<file path="config.mk">
export PLATFORM = sky130hd
export DESIGN_NAME = xor_chain_image_cipher_core
export DESIGN_NICKNAME = d
export VERILOG_FILES = /design/src/rtl/xcic_pkg.sv /design/src/rtl/xcic_keygen.sv /design/src/rtl/xor_chain_image_cipher_core.sv
export SDC_FILE = /design/constraint.sdc
export NUM_CORES = 1
export LEC_CHECK = 0
export BUFFER_PORTS_ARGS = -buffer_cell sky130_fd_sc_hd__buf_4
export CAP_MARGIN = 25
export CELL_PAD_IN_SITES_DETAIL_PLACEMENT = 0
export CELL_PAD_IN_SITES_GLOBAL_PLACEMENT = 1
export CORE_MARGIN = 2
export CORE_UTILIZATION = 45
export DETAILED_ROUTE_END_ITERATION = 7
export PLACE_DENSITY_LB_ADDON = 0.1
export RECOVER_POWER = 50
export REMOVE_ABC_BUFFERS = 1
export SLEW_MARGIN = 20
export SYNTH_ARGS = -nofsm -noshare
export SYNTH_HDL_FRONTEND = slang
export SYNTH_SLANG_ARGS = --single-unit
</file>
<file path="constraint.sdc">
create_clock -name clk -period 3.3 [get_ports clk]
set_input_delay 0 -clock clk [delete_from_list [all_inputs] [get_ports clk]]
set_output_delay 0 -clock clk [all_outputs]
set_load 0.05 [all_outputs]
</file>
<file path="src/rtl/xcic_pkg.sv">
`default_nettype none

package xcic_pkg;

    // Width of the pixel count register and of the warm-up counter.
    localparam int COUNT_BITS = 24;
    localparam int CFG_DATA_W = 32;
    localparam int CFG_INDEX_W = 2;
    localparam int PIXEL_W = 24;

    localparam logic [31:0] KEY_SEED_RESET = 32'd123456789;
    localparam logic [31:0] SECRET_RESET = 32'd0;
    localparam logic [COUNT_BITS-1:0] PIXEL_COUNT_RESET = COUNT_BITS'(1);

    // xorshift32 shift amounts.
    localparam int SHIFT_A = 13;
    localparam int SHIFT_B = 17;
    localparam int SHIFT_C = 5;

    typedef enum logic [CFG_INDEX_W-1:0] {
        REG_KEY_SEED     = 2'd0,
        REG_SECRET_VALUE = 2'd1,
        REG_PIXEL_COUNT  = 2'd2,
        REG_DECRYPT_MODE = 2'd3
    } cfg_index_t;

    typedef enum logic {
        ST_IDLE = 1'b0,
        ST_WARM = 1'b1
    } state_t;

    typedef struct packed {
        logic       first_pixel;
        logic [7:0] in_red;
        logic [7:0] in_green;
        logic [7:0] in_blue;
    } in_pixel_t;

    typedef struct packed {
        logic [7:0] out_red;
        logic [7:0] out_green;
        logic [7:0] out_blue;
    } out_pixel_t;

    // Commands from the sequencer to the keystream generator.
    typedef struct packed {
        logic load;
        logic advance;
    } gen_ctrl_t;

    // Status from the keystream generator back to the sequencer.
    typedef struct packed {
        logic [31:0] word;
        logic [31:0] next_word;
        logic        busy;
    } gen_stat_t;

endpackage

`default_nettype wire

</file>
<file path="src/rtl/xcic_keygen.sv">
`default_nettype none

// xorshift32 keystream generator with a warm-up counter. One step unit
// serves both the warm-up run and the per-pixel advance.
module xcic_keygen (
    input  wire                               clk,
    input  wire                               rst_n,
    input  xcic_pkg::gen_ctrl_t               ctrl,
    input  wire  [31:0]                       seed,
    input  wire  [xcic_pkg::COUNT_BITS-1:0]   count,
    output xcic_pkg::gen_stat_t               stat
);

    logic [31:0]                     word_reg;
    logic [31:0]                     word_next;
    logic [xcic_pkg::COUNT_BITS-1:0] cnt_reg;
    logic [xcic_pkg::COUNT_BITS-1:0] cnt_next;
    logic [31:0]                     step_a;
    logic [31:0]                     step_b;
    logic [31:0]                     step_word;

    always_comb
    begin
        step_a    = word_reg ^ (word_reg << xcic_pkg::SHIFT_A);
        step_b    = step_a ^ (step_a >> xcic_pkg::SHIFT_B);
        step_word = step_b ^ (step_b << xcic_pkg::SHIFT_C);
    end

    always_comb
    begin
        word_next = word_reg;
        cnt_next  = cnt_reg;
        priority if (ctrl.load)
        begin
            word_next = seed;
            cnt_next  = count;
        end
        else if (cnt_reg != '0)
        begin
            word_next = step_word;
            cnt_next  = cnt_reg - xcic_pkg::COUNT_BITS'(1);
        end
        else if (ctrl.advance)
        begin
            word_next = step_word;
        end
    end

    always_ff @(posedge clk or negedge rst_n)
    begin
        if (!rst_n)
        begin
            word_reg <= '0;
            cnt_reg  <= '0;
        end
        else
        begin
            word_reg <= word_next;
            cnt_reg  <= cnt_next;
        end
    end

    assign stat.word      = word_reg;
    assign stat.next_word = step_word;
    assign stat.busy      = (cnt_reg != '0);

endmodule

`default_nettype wire

</file>
<file path="src/rtl/xor_chain_image_cipher_core.sv">
// A later pixel reaches the output register in the cycle after its transaction.
// A first pixel passes through a load cycle, then one xorshift step per cycle of
// warm-up in the shared step unit, then the output cycle; the input stalls meanwhile.
// Throughput: one later pixel per cycle while out_stall is low; none enters in warm-up.
// Reset (rst_n, asynchronous, active low) restores the register defaults and clears
// the generator word, the chain pixel and the output valid flag.
`default_nettype none

module xor_chain_image_cipher_core (
    input  wire                                  clk,
    input  wire                                  rst_n,
    input  wire                                  in_valid,
    output logic                                 in_stall,
    input  xcic_pkg::in_pixel_t                  in_data,
    output logic                                 out_valid,
    input  wire                                  out_stall,
    output xcic_pkg::out_pixel_t                 out_data,
    input  wire                                  cfg_valid,
    output logic                                 cfg_ready,
    input  wire  [xcic_pkg::CFG_INDEX_W-1:0]     cfg_index,
    input  wire  [xcic_pkg::CFG_DATA_W-1:0]      cfg_data
);

    // Configuration registers. Writes are always taken; the user must reconfigure the
    // block only while idle, as the block itself does not enforce this.
    logic [31:0]                     key_seed_reg;
    logic [31:0]                     secret_reg;
    logic [xcic_pkg::COUNT_BITS-1:0] pixel_count_reg;
    logic                            decrypt_reg;

    xcic_pkg::state_t    state_reg;
    xcic_pkg::state_t    state_next;
    logic [xcic_pkg::PIXEL_W-1:0] pix_reg;
    logic [xcic_pkg::PIXEL_W-1:0] pix_next;
    logic [xcic_pkg::PIXEL_W-1:0] chain_reg;
    logic [xcic_pkg::PIXEL_W-1:0] chain_next;
    logic                         out_valid_reg;
    logic                         out_valid_next;
    logic [xcic_pkg::PIXEL_W-1:0] out_pix_reg;
    logic [xcic_pkg::PIXEL_W-1:0] out_pix_next;

    xcic_pkg::gen_ctrl_t gen_ctrl;
    xcic_pkg::gen_stat_t gen_stat;

    logic                         out_free;
    logic                         in_accept;
    logic                         out_load;
    logic [xcic_pkg::PIXEL_W-1:0] in_pix;
    logic [xcic_pkg::PIXEL_W-1:0] src_pix;
    logic [xcic_pkg::PIXEL_W-1:0] res_pix;

    assign cfg_ready = 1'b1;

    always_ff @(posedge clk or negedge rst_n)
    begin
        if (!rst_n)
        begin
            key_seed_reg    <= xcic_pkg::KEY_SEED_RESET;
            secret_reg      <= xcic_pkg::SECRET_RESET;
            pixel_count_reg <= xcic_pkg::PIXEL_COUNT_RESET;
            decrypt_reg     <= 1'b0;
        end
        else if (cfg_valid && cfg_ready)
        begin
            unique case (xcic_pkg::cfg_index_t'(cfg_index))
                xcic_pkg::REG_KEY_SEED:     key_seed_reg    <= cfg_data[31:0];
                xcic_pkg::REG_SECRET_VALUE: secret_reg      <= cfg_data[31:0];
                xcic_pkg::REG_PIXEL_COUNT:
                    pixel_count_reg <= cfg_data[xcic_pkg::COUNT_BITS-1:0];
                xcic_pkg::REG_DECRYPT_MODE: decrypt_reg     <= cfg_data[0];
                default: ;
            endcase
        end
    end

    // The output register parts the two sides: a new pixel may enter in the
    // same cycle that the waiting result is taken.
    assign out_free  = !out_valid_reg || !out_stall;
    assign in_stall  = !((state_reg == xcic_pkg::ST_IDLE) && out_free);
    assign in_accept = in_valid && !in_stall;
    assign in_pix    = {in_data.in_red, in_data.in_green, in_data.in_blue};

    // Sequencer. A first pixel is parked in pix_reg while the generator runs
    // its warm-up; a later pixel is whitened in the cycle of its transaction,
    // using the generator word after one more step.
    always_comb
    begin
        state_next   = state_reg;
        pix_next     = pix_reg;
        gen_ctrl     = '0;
        out_load     = 1'b0;
        src_pix      = in_pix;
        res_pix      = in_pix ^ chain_reg ^ gen_stat.next_word[xcic_pkg::PIXEL_W-1:0];
        unique case (state_reg)
            xcic_pkg::ST_IDLE:
            begin
                if (in_accept)
                begin
                    if (in_data.first_pixel)
                    begin
                        gen_ctrl.load = 1'b1;
                        pix_next      = in_pix;
                        state_next    = xcic_pkg::ST_WARM;
                    end
                    else
                    begin
                        gen_ctrl.advance = 1'b1;
                        out_load         = 1'b1;
                    end
                end
            end
            xcic_pkg::ST_WARM:
            begin
                src_pix = pix_reg;
                res_pix = pix_reg ^ secret_reg[xcic_pkg::PIXEL_W-1:0]
                          ^ gen_stat.word[xcic_pkg::PIXEL_W-1:0];
                if (!gen_stat.busy && out_free)
                begin
                    out_load   = 1'b1;
                    state_next = xcic_pkg::ST_IDLE;
                end
            end
            default:
            begin
                state_next = xcic_pkg::ST_IDLE;
            end
        endcase
    end

    always_comb
    begin
        chain_next     = chain_reg;
        out_pix_next   = out_pix_reg;
        out_valid_next = out_valid_reg;
        if (out_load)
        begin
            // Encrypt chains on the ciphertext output, decrypt on the
            // ciphertext input.
            chain_next     = decrypt_reg ? src_pix : res_pix;
            out_pix_next   = res_pix;
            out_valid_next = 1'b1;
        end
        else if (!out_stall)
        begin
            out_valid_next = 1'b0;
        end
    end

    always_ff @(posedge clk or negedge rst_n)
    begin
        if (!rst_n)
        begin
            state_reg     <= xcic_pkg::ST_IDLE;
            chain_reg     <= '0;
            out_valid_reg <= 1'b0;
        end
        else
        begin
            state_reg     <= state_next;
            chain_reg     <= chain_next;
            out_valid_reg <= out_valid_next;
        end
    end

    always_ff @(posedge clk)
    begin
        pix_reg     <= pix_next;
        out_pix_reg <= out_pix_next;
    end

    xcic_keygen u_keygen (
        .clk   (clk),
        .rst_n (rst_n),
        .ctrl  (gen_ctrl),
        .seed  (key_seed_reg),
        .count (pixel_count_reg),
        .stat  (gen_stat)
    );

    assign out_valid          = out_valid_reg;
    assign out_data.out_red   = out_pix_reg[23:16];
    assign out_data.out_green = out_pix_reg[15:8];
    assign out_data.out_blue  = out_pix_reg[7:0];

    // The warm-up counter only runs while the sequencer waits on it.
    assert property (@(posedge clk) disable iff (!rst_n)
        gen_stat.busy |-> (state_reg == xcic_pkg::ST_WARM))
        else $error("generator warm-up running outside the warm state");

    // A later pixel yields its result in the next cycle.
    assert property (@(posedge clk) disable iff (!rst_n)
        (in_accept && !in_data.first_pixel) |=> out_valid_reg)
        else $error("later pixel did not reach the output register");

    // A first pixel always moves the sequencer into warm-up.
    assert property (@(posedge clk) disable iff (!rst_n)
        (in_accept && in_data.first_pixel) |=> (state_reg == xcic_pkg::ST_WARM))
        else $error("image start did not enter warm-up");

    // No new pixel is taken while a first pixel is pending.
    assert property (@(posedge clk) disable iff (!rst_n)
        (state_reg == xcic_pkg::ST_WARM) |-> in_stall)
        else $error("input accepted during warm-up");

endmodule

`default_nettype wire
</file>
==> impl_metrics.py, run 1 <==
metrics = {
    "sta": {
        "clock_skew_ns": 0.0112,
        "final_max_slew_viol_count": 101,
        "post-route-period-util_pct": 75.5,
        "rsz0062_at_grt": "no",
        "hold_viol_final": 0,
        "fmax_mhz": 401,
        "slew_headroom_pct": -43.3,
        "period_minus_slack_ns": 2.49,
        "setup_viol": 0,
        "whs_ns": 0.0880,
        "tightest_slew_ns": 2.15,
        "worst_slack_ns": 0.808,
    },
    "clocking": {
        "cts_tree": "yes",
        "clk_latency_ns": 0.52,
        "numCtsBuffers": 25,
        "clk_pin_slew_ns": 0.06,
        "ctsLongestPathBuffers": 3,
        "cts.htree.levels": 1,
        "ctsRootBufferMaster": "clkbuf_16",
        "numClockSinks": 211,
    },
    "run_status": {
        "outcome": "complete, but fails checks",
        "violations": "max-capacitance violations, max-slew violations",
    },
    "floorplan": {
        "fp.dieArea_mm2": 0.0260,
        "start_util_pct": 45.7,
        "core_mm2": 0.0243,
        "ios": 91,
        "die_y_um": 161,
        "die_x_um": 161,
        "row_count": 57,
    },
    "power": {
        "finalPower_mw": 14.2,
        "ir_drop_uv": 504,
        "power_density_mw_per_mm2": 1060,
        "p_int_mw": 8.74,
        "p_switching_mw": 5.48,
        "seqPwrFrac_pct": 31.4,
        "p_comb_share_pct": 48.8,
        "p_leak_nw": 5.48,
        "pwr-share-clk_pct": 19.8,
        "netSwitchingFraction_pct": 38.5,
    },
    "route": {
        "detail-route-antenna-nets": 0,
        "dr_total_vias": 7767,
        "routedWlPerCell_um": 18.8,
        "vias_per_cell": 5.23,
        "dr.pass1.iters": 5,
        "post-route-drc-count": 0,
        "wl_um": 27900,
        "drt-initial-drc-count": 382,
    },
    "logic_synthesis": {
        "synthDistinctLibCells": 61,
        "ys_seq_elements": 211,
        "async_reset_ff_share_pct": 77.3,
        "syn_area_mm2": 0.0111,
        "ys.flop_type": "dfrtp_1",
        "synth_edf_count": 48,
        "yosysSeqAreaShare_pct": 49.8,
        "synthCells": 1011,
        "ys_warn_count": 0,
        "syn_area_per_cell_um2": 11.0,
    },
    "critical_path": {
        "r2r_end": "u_keygen.word_reg[24]",
        "worstRegToRegCells": 6,
        "crit_required_ns": 3.84,
        "rr_startpoint": "u_keygen.cnt_reg[12]",
        "worstSetupStartpointType": "input pin",
        "r2r_slack_ns": 0.85,
        "endpoint_kind": "async pin",
        "path_class": "input pin to async pin",
        "cp.arrival_ns": 3.03,
        "cp_max_fo": 75,
    },
    "grt": {
        "track_usage_pct": 21.8,
        "grt_pass1_wl_um": 44100,
        "antenna_found_initial": 0,
        "grt_pass1_vias": 7762,
        "grt_max_degree": 76,
        "grt_overflow_total": 0,
    },
    "final_layout": {
        "area_growth_pct": 20.4,
        "drive_gt1_share_pct": 19.0,
        "antenna_cells": 0,
        "nets": 1208,
        "final_common_cell": "dfrtp_1",
        "mostFrequentLayoutCells": "145 x dfrtp_1, 132 x xnor2_1, 108 x o21ai_0, 95 x nand2_1, 84 x mux2_2",
        "fin_util_pct": 55.1,
    },
    "placement": {
        "globalplace.congestion": 0.789,
        "io_buffers": 89,
        "hpwl_um": 18400,
        "pre_cts_slack_ns": 0.814,
    },
    "run": {
        "maxCapViolCount": 2,
    },
    "hold_path": {
        "hold_end": "pix_reg[7]",
        "min_path_type": "input pin to flop",
        "min_path_cells": 3,
        "hp-start": "in_data[24]",
    },
}
[how the worst max path moves through the flow]
stage	startpoint	endpoint	slack [ns]
floorplan	state_reg	u_keygen.word_reg[15]	-1.62
global placement	u_keygen.word_reg[18]	chain_reg[14]	0.84
detailed placement	u_keygen.word_reg[18]	chain_reg[14]	0.81
CTS	u_keygen.word_reg[18]	chain_reg[14]	0.80
global route	rst_n	u_keygen.word_reg[6]	0.30
finish	rst_n	chain_reg[18]	0.81
[what timing repair did]
action	4_1_cts	5_1_grt
buffers inserted	0	0
gates resized for setup	0	0
endpoints found under the hold margin	204	0
hold buffers	62	0
[power groups by stage]
| stage | clock network [mW] | registers [mW] | logic (mW) |
|---|---|---|---|
| after floorplan | 0 | 4.37 | 5.47 |
| after global placement | 0 | 4.49 | 6.90 |
| after detailed placement | 0 | 4.51 | 6.97 |
| after CTS | 2.88 | 4.46 | 7.06 |
| after global routing | 2.99 | 4.57 | 7.78 |
| final | 2.82 | 4.46 | 6.94 |
[metal layers]
metal / up-vias / part of all wire, % / global-route usage (%)
li1: 3748 / - / -
met1: 3860 / 50 / 32.8
met2: 134 / 45 / 34.3
met3: 25 / 3.1 / 2.44
met4: 0 / 1.3 / 4.46
met5: - / 0 / 0
[synthesized netlist by cell type, types with 2 or more instances]
cell         n  area [um2]
dfrtp_1    146        3650
xnor2_1    132        1160
o21ai_0    108         541
nand2_1     95         357
mux2_2      84         946
edfxtp_1    48        1440
xor2_1      48         420
clkbuf_1    42         158
mux2i_1     36         360
nor2_1      34         128
inv_1       24        90.1
nand3_1     22         110
a21oi_1     18        90.1
a22oi_1     17         128
dfstp_2     17         447
a31oi_1     13        81.3
buf_2       13        65.1
nor3_1      10        50.1
buf_1        9        33.8
a22o_1       8        70.1
nand2b_1     8        50.1
o211ai_1     7        52.6
a2bb2oi_1    6        52.6
nand3b_1     5        37.5
nor4_1       5        31.3
o21a_1       4        30.0
nand4_1      3        18.8
o22ai_1      3        18.8
or2_2        3        18.8
and2_1       2        12.5
buf_4        2        15.0
buf_6        2        22.5
ha_1         2        25.0
mux4_2       2        45.0
nand4b_1     2        17.5
nor2b_1      2        12.5
o22a_1       2        17.5
or3_1        2        12.5
xnor2_2      2        32.5
xor2_2       2        32.5
[worst max-delay path, stage by stage]
cell and delay [ns]:
dlygate4sd3_1 0.52, clkbuf_2 1.39, clkbuf_4 1.00
[per-stage QoR]
step,std cells,setup TNS (ns),instance area [um2]
3_5_place_dp,1377,0,12100
6_report,1485,0,13400
3_3_place_gp,1377,0,12100
2_1_floorplan,942,-146.43,10800
5_1_grt,1485,0,13400
4_1_cts,1485,0,13600
[logic make-up (layout without fill, tap and decap cells)]
group           after synthesis  in the layout  share of synthesized area [%]
xor+xnor                    188            188                           15.7
mux                         123            123                           12.3
compound gates              190            190                           9.98
buf+inv                      95            245                           3.57
fa+ha+maj                     2              2                          0.225
other cells                   1              1                         0.0337
simple gates                201            201                           8.41
flops                       211            211                           49.8
[cell type report]
cell class | instances | area [um2]
Fill cell | 2191 | 10900
Tap cell | 324 | 405
Multi-Input combinational cell | 705 | 5190
Clock buffer | 40 | 796
Timing Repair Buffer | 173 | 1290
Sequential cell | 211 | 5550
Inverter | 26 | 97.6
Clock inverter | 6 | 57.6
(Power assumes the default switching activity.)
==> run 2, diff against run 1 <==
--- a/config.mk
+++ b/config.mk
@@ -10,7 +10,7 @@
 export CELL_PAD_IN_SITES_DETAIL_PLACEMENT = 0
 export CELL_PAD_IN_SITES_GLOBAL_PLACEMENT = 1
 export CORE_MARGIN = 2
-export CORE_UTILIZATION = 45
+export CORE_UTILIZATION = 44
 export DETAILED_ROUTE_END_ITERATION = 7
 export PLACE_DENSITY_LB_ADDON = 0.1
 export RECOVER_POWER = 50
==> constraint.sdc (replaced) <==
create_clock -name clk -period 2 [get_ports clk]
set_input_delay 0 -clock clk [delete_from_list [all_inputs] [get_ports clk]]
set_output_delay 0 -clock clk [all_outputs]
set_load 0.05 [all_outputs]
==> run 2 against run 1 <==
Against the previous run: the run ends with negative setup slack left; worst setup slack worse by 0.91 ns; register-to-register slack got worse by 0.96 ns; global-route usage rose by 1.6 points; routed wire length rose by 9.6%; total power is 100% higher; sequential share of layout area shrank 4.4 points; utilization is 5.1 points higher; sequential power up 59%; critical path type is now flop to flop; critical endpoint is now out_data[2]; largest cell class is now multi-input combinational cells.
==> impl_metrics.py, run 2 (synthesis gave the netlist of run 1 again) <==
metrics = {
    "run_status": {
        "outcome": "complete, but fails checks",
        "violations": "negative setup slack",
    },
    "clocking": {
        "numCtsBuffers": 25,
        "clk_pin_slew_ns": 0.06,
        "clk_latency_ns": 0.52,
        "ctsRootBufferMaster": "clkbuf_16",
        "numClockSinks": 211,
        "ctsLongestPathBuffers": 3,
        "cts_tree": "yes",
        "cts.htree.levels": 1,
    },
    "sta": {
        "clock_skew_ns": 0.0133,
        "rsz0062_at_grt": "yes",
        "fmax_mhz": 475,
        "post-route-period-util_pct": 105,
        "hold_viol_final": 0,
        "worst_slack_ns": -0.105,
        "setup_viol": 64,
        "period_minus_slack_ns": 2.11,
        "slew_headroom_pct": 24.2,
        "tightest_slew_ns": 1.14,
        "final_max_slew_viol_count": 0,
    },
    "final_layout": {
        "drive_gt1_share_pct": 32.3,
        "mostFrequentLayoutCells": "158 x buf_4, 138 x dfrtp_1, 118 x xnor2_1, 93 x nand2_1, 83 x mux2_2",
        "nets": 1341,
        "final_common_cell": "buf_4",
        "multi_input_area_mm2": 0.00564,
        "antenna_cells": 0,
        "area_growth_pct": 35.0,
        "fin_cells": 1623,
        "stdcell_area_mm2": 0.0150,
        "regArea_mm2": 0.00555,
        "nFillCells": 2156,
    },
    "route": {
        "dr_total_vias": 8368,
        "drt-initial-drc-count": 485,
        "dr.pass1.iters": 5,
        "vias_per_cell": 5.16,
        "wl_um": 30500,
        "routedWlPerCell_um": 18.8,
        "detail-route-antenna-nets": 0,
        "post-route-drc-count": 0,
    },
    "run": {
        "maxCapViolCount": 0,
    },
    "floorplan": {
        "start_util_pct": 44.5,
        "die_x_um": 163,
        "die_y_um": 163,
        "core_mm2": 0.0250,
        "ios": 91,
        "row_count": 58,
        "fp.dieArea_mm2": 0.0266,
    },
    "placement": {
        "io_buffers": 89,
        "place_inst": 1499,
        "placed_area_mm2": 0.0131,
        "hpwl_um": 20100,
        "globalplace.congestion": 0.805,
    },
    "power": {
        "power_density_mw_per_mm2": 1900,
        "p_leak_nw": 6.33,
        "ir_drop_uv": 941,
    },
    "grt": {
        "track_usage_pct": 23.4,
        "grt_max_degree": 60,
        "antenna_found_initial": 0,
        "grt_pass1_vias": 8385,
        "grt_overflow_total": 0,
        "grt_pass1_wl_um": 47800,
    },
    "critical_path": {
        "endpoint_kind": "flop",
        "cp.arrival_ns": 2.35,
        "path_class": "flop to flop",
        "crit_required_ns": 2.24,
        "r2r_slack_ns": -0.11,
        "cp_max_fo": 8,
        "worstSetupStartpointType": "flop",
    },
    "hold_path": {
        "min_path_type": "input pin to flop",
    },
}
run 2: changes by cell type in the layout (fill, tap and decap cells not counted), moves of 10 or more:
cell	before	now
xnor2_2	2	12
o21ai_0	108	74
o21ai_2	0	16
xnor2_1	132	118
buf_6	0	13
buf_4	54	158
xor2_1	48	37
xor2_2	2	13
o21ai_1	1	19
run 2: path summary, 6_finish.rpt:
| kind | start | to | depth (start not counted) |
|---|---|---|---|
| setup / recovery | u_keygen.cnt_reg[11] | out_data[2] | 7 |
| hold / removal | in_valid | u_keygen.word_reg[10] | 5 |
| setup reg to reg | u_keygen.cnt_reg[11] | out_data[2] | 7 |
| hold reg to reg | pixel_count_reg[16] | u_keygen.cnt_reg[16] | 2 |
| max in group asynchronous | rst_n | u_keygen.word_reg[8] | 4 |
| min in group asynchronous | rst_n | secret_reg[1] | 3 |
run 2: metal layers:
metal	global-route usage, %	wire (um)	vias to the layer above
met5	0	0	-
met4	5.83	619	0
met3	3.03	1230	37
met2	36.9	14000	162
met1	34.3	14700	4151
li1	-	-	4018
run 2: timing repair:
| action | 4_1_cts | 5_1_grt |
|---|---|---|
| cloned | 1 | 2 |
| hold endpoints to repair | 276 | 0 |
| setup buffers | 7 | 7 |
| pin swaps | 10 | 36 |
| hold buffers | 64 | 0 |
| resized for setup | 30 | 105 |
| endpoints found under the setup margin | 81 | 106 |
run 2: metrics by stage:
stage	power [mW]	worst slack, ns	util, %	TNS (ns)	hold slack (ns)
5_1_grt	30.5	-0.180	60.1	-10.77	0.0127
4_1_cts	27.3	-0.0900	59.3	-2.77	0.0174
3_3_place_gp	21.6	-0.120	52.5	-4.18	-0.0236
6_report	28.5	-0.105	60.1	-3.17	0.000232
2_1_floorplan	16.2	-2.92	-	-357.96	-0.296
3_5_place_dp	21.8	-0.140	52.5	-6.30	-0.0213
run 2: final cells by class:
cell class | count | area share [%]
multi-input cells | 705 | 37.6
flip-flops and latches | 211 | 37.0
repair buffers | 306 | 16.7
clock buffers | 35 | 4.68
well taps | 330 | 2.75
inverters | 26 | 0.667
clock inverters | 10 | 0.650
run 2: power by group:
part	internal, mW	switching [mW]	leakage, nW	total, mW
registers	5.94	1.15	2.33	7.08
logic	9.14	7.81	3.61	16.9
clock network	2.69	1.81	0.390	4.51
run 2: critical path, cell delays in order (launching register included):
cell,delay [ns]
dfrtp_2,0.42
nor4_4,0.33
nor3b_4,0.32
and4_4,0.28
nor2_4,0.05
inv_4,0.12
buf_12,0.15
clkbuf_16,0.15
==> run 3, diff against run 2 <==
--- a/config.mk
+++ b/config.mk
@@ -10,7 +10,8 @@
 export CELL_PAD_IN_SITES_DETAIL_PLACEMENT = 0
 export CELL_PAD_IN_SITES_GLOBAL_PLACEMENT = 1
 export CORE_MARGIN = 2
-export CORE_UTILIZATION = 44
+export CORE_UTILIZATION = 45
+export CTS_BUF_LIST = sky130_fd_sc_hd__clkbuf_8
 export DETAILED_ROUTE_END_ITERATION = 7
 export PLACE_DENSITY_LB_ADDON = 0.1
 export RECOVER_POWER = 50
==> run 3 against run 2 <==
Against the previous run: the flow finishes with violations (max-capacitance violations, max-slew violations, negative setup slack); first-iteration DRC count fell by 6.0%; clock skew fell by 0.0028 ns; register-to-register slack barely moved; worst setup slack improved by 0.0075 ns; hold slack improved by 0.25 ns; routed wire length fell by 2.1%; die area fell by 2.2%; non-clock buffer count did not move; largest power group unchanged; clock power fell by 11%; maximum frequency rose by 0.36%.
==> impl_metrics.py, run 3 (synthesis gave the netlist of run 1 again) <==
metrics = {
    "grt": {
        "grt_pass1_vias": 8162,
        "grt_max_degree": 60,
        "grt_pass1_wl_um": 44900,
        "antenna_found_initial": 0,
        "grt_overflow_total": 0,
        "track_usage_pct": 22.2,
    },
    "clocking": {
        "ctsRootBufferMaster": "clkbuf_8",
        "clk_pin_slew_ns": 0.05,
        "numClockSinks": 211,
        "clk_latency_ns": 0.53,
        "numCtsBuffers": 39,
        "ctsLongestPathBuffers": 3,
        "cts_tree": "yes",
        "cts.htree.levels": 2,
    },
    "sta": {
        "post-route-period-util_pct": 105,
        "rsz0062_at_grt": "yes",
        "setup_tns_ns": -1.95,
        "period_minus_slack_ns": 2.10,
        "final_max_slew_viol_count": 60,
        "clock_skew_ns": 0.0105,
        "fmax_mhz": 477,
        "worst_slack_ns": -0.0980,
        "hold_viol_final": 0,
        "tightest_slew_ns": 1.61,
        "setup_viol": 47,
        "slew_headroom_pct": -7.47,
    },
    "route": {
        "post-route-drc-count": 0,
        "wl_um": 29900,
        "vias_per_cell": 5.10,
        "routedWlPerCell_um": 18.2,
        "drt-initial-drc-count": 456,
        "detail-route-antenna-nets": 0,
        "dr.pass1.iters": 4,
        "dr_total_vias": 8372,
    },
    "final_layout": {
        "final_common_cell": "buf_4",
        "antenna_cells": 0,
        "drive_gt1_share_pct": 36.6,
        "fin_cells": 1642,
        "area_growth_pct": 37.9,
        "nets": 1355,
        "stdcell_area_mm2": 0.0153,
        "mostFrequentLayoutCells": "186 x buf_4, 141 x dfrtp_1, 112 x xnor2_1, 92 x nand2_1, 84 x mux2_2",
        "fin_util_pct": 63.1,
    },
    "hold_path": {
        "min_path_type": "input pin to flop",
    },
    "critical_path": {
        "path_class": "flop to flop",
        "cp_max_fo": 12,
        "worstSetupStartpointType": "flop",
        "crit_required_ns": 2.40,
        "endpoint_kind": "flop",
        "cp.arrival_ns": 2.50,
        "r2r_slack_ns": -0.1,
    },
    "floorplan": {
        "start_util_pct": 45.7,
        "row_count": 57,
        "core_mm2": 0.0243,
        "fp.dieArea_mm2": 0.0260,
        "die_y_um": 161,
        "die_x_um": 161,
        "ios": 91,
    },
    "run_status": {
        "violations": "max-capacitance violations, max-slew violations, negative setup slack",
        "outcome": "complete, but fails checks",
    },
    "placement": {
        "hpwl_um": 19500,
        "pre_cts_slack_ns": -0.176,
        "io_buffers": 89,
        "placed_area_mm2": 0.0131,
        "place_inst": 1487,
        "globalplace.congestion": 0.812,
    },
    "power": {
        "power_density_mw_per_mm2": 1880,
        "p_leak_nw": 6.58,
        "ir_drop_uv": 715,
    },
    "run": {
        "maxCapViolCount": 1,
    },
}
-- run 3: cell count changes in the layout (fill, tap and decap cells not counted), sizes merged --
cell         previous run  this run
buf                   185       208
inv                    26        40
clkbuf                 92        84
bufinv                  2         0
clkinvlp                1         0
dlygate4sd3            64        63
-- run 3: final cells by class --
type                       count  area (um2)
inverter                      26         103
tap                          324         405
sequential                   211        5550
clock buffer                  49         674
fill                        2005        8980
clock inverter                21        81.3
timing repair buffer         306        2710
multi-input combinational    705        5820
-- run 3: routing by layer --
layer	vias up	GRT usage [%]	wire length, um
met1	4088	31.2	13600
met5	-	0	0
met2	172	35.7	14200
li1	4069	-	-
met3	43	3.95	1650
met4	0	5.84	484
-- run 3: timing repair --
action	4_1_cts	5_1_grt
pin swaps	13	46
hold buffers	63	0
setup endpoints to repair	55	89
endpoints found under the hold margin	294	0
setup buffers	2	11
gates resized for setup	17	160
gates cloned	0	9
-- run 3: path summary, 6_finish.rpt --
kind                                       from               endpoint  cells past startpoint
max in group asynchronous                 rst_n  u_keygen.word_reg[11]                      3
min reg2reg                  pixel_count_reg[1]    u_keygen.cnt_reg[1]                      2
max reg2reg                u_keygen.cnt_reg[14]          chain_reg[13]                      8
min in group asynchronous                 rst_n  u_keygen.word_reg[23]                      2
max                        u_keygen.cnt_reg[14]          chain_reg[13]                      8
min                                 in_data[13]            pix_reg[13]                      2
-- run 3: critical path, stage by stage (launching register included) --
cell and delay, ns:
dfrtp_1 0.40, nor4_4 0.30, nor3b_4 0.30, buf_4 0.15
and4_4 0.22, nor2_4 0.05, clkinv_4 0.09, buf_12 0.16
mux2_4 0.30
-- run 3: per-stage QoR --
step / hold WS [ns] / power (mW)
after floorplan: -0.296 / 16.2
after global placement: 0.0482 / 21.6
after detailed placement: 0.0528 / 21.8
after CTS: 0.0424 / 26.3
after global routing: 0.237 / 30.8
final: 0.249 / 28.8
-- run 3: where the power goes --
group          internal [mW]  switching, mW
Clock                   2.19           1.80
Combinational           9.68           8.05
Sequential              5.93           1.14
Total                   17.8           11.0
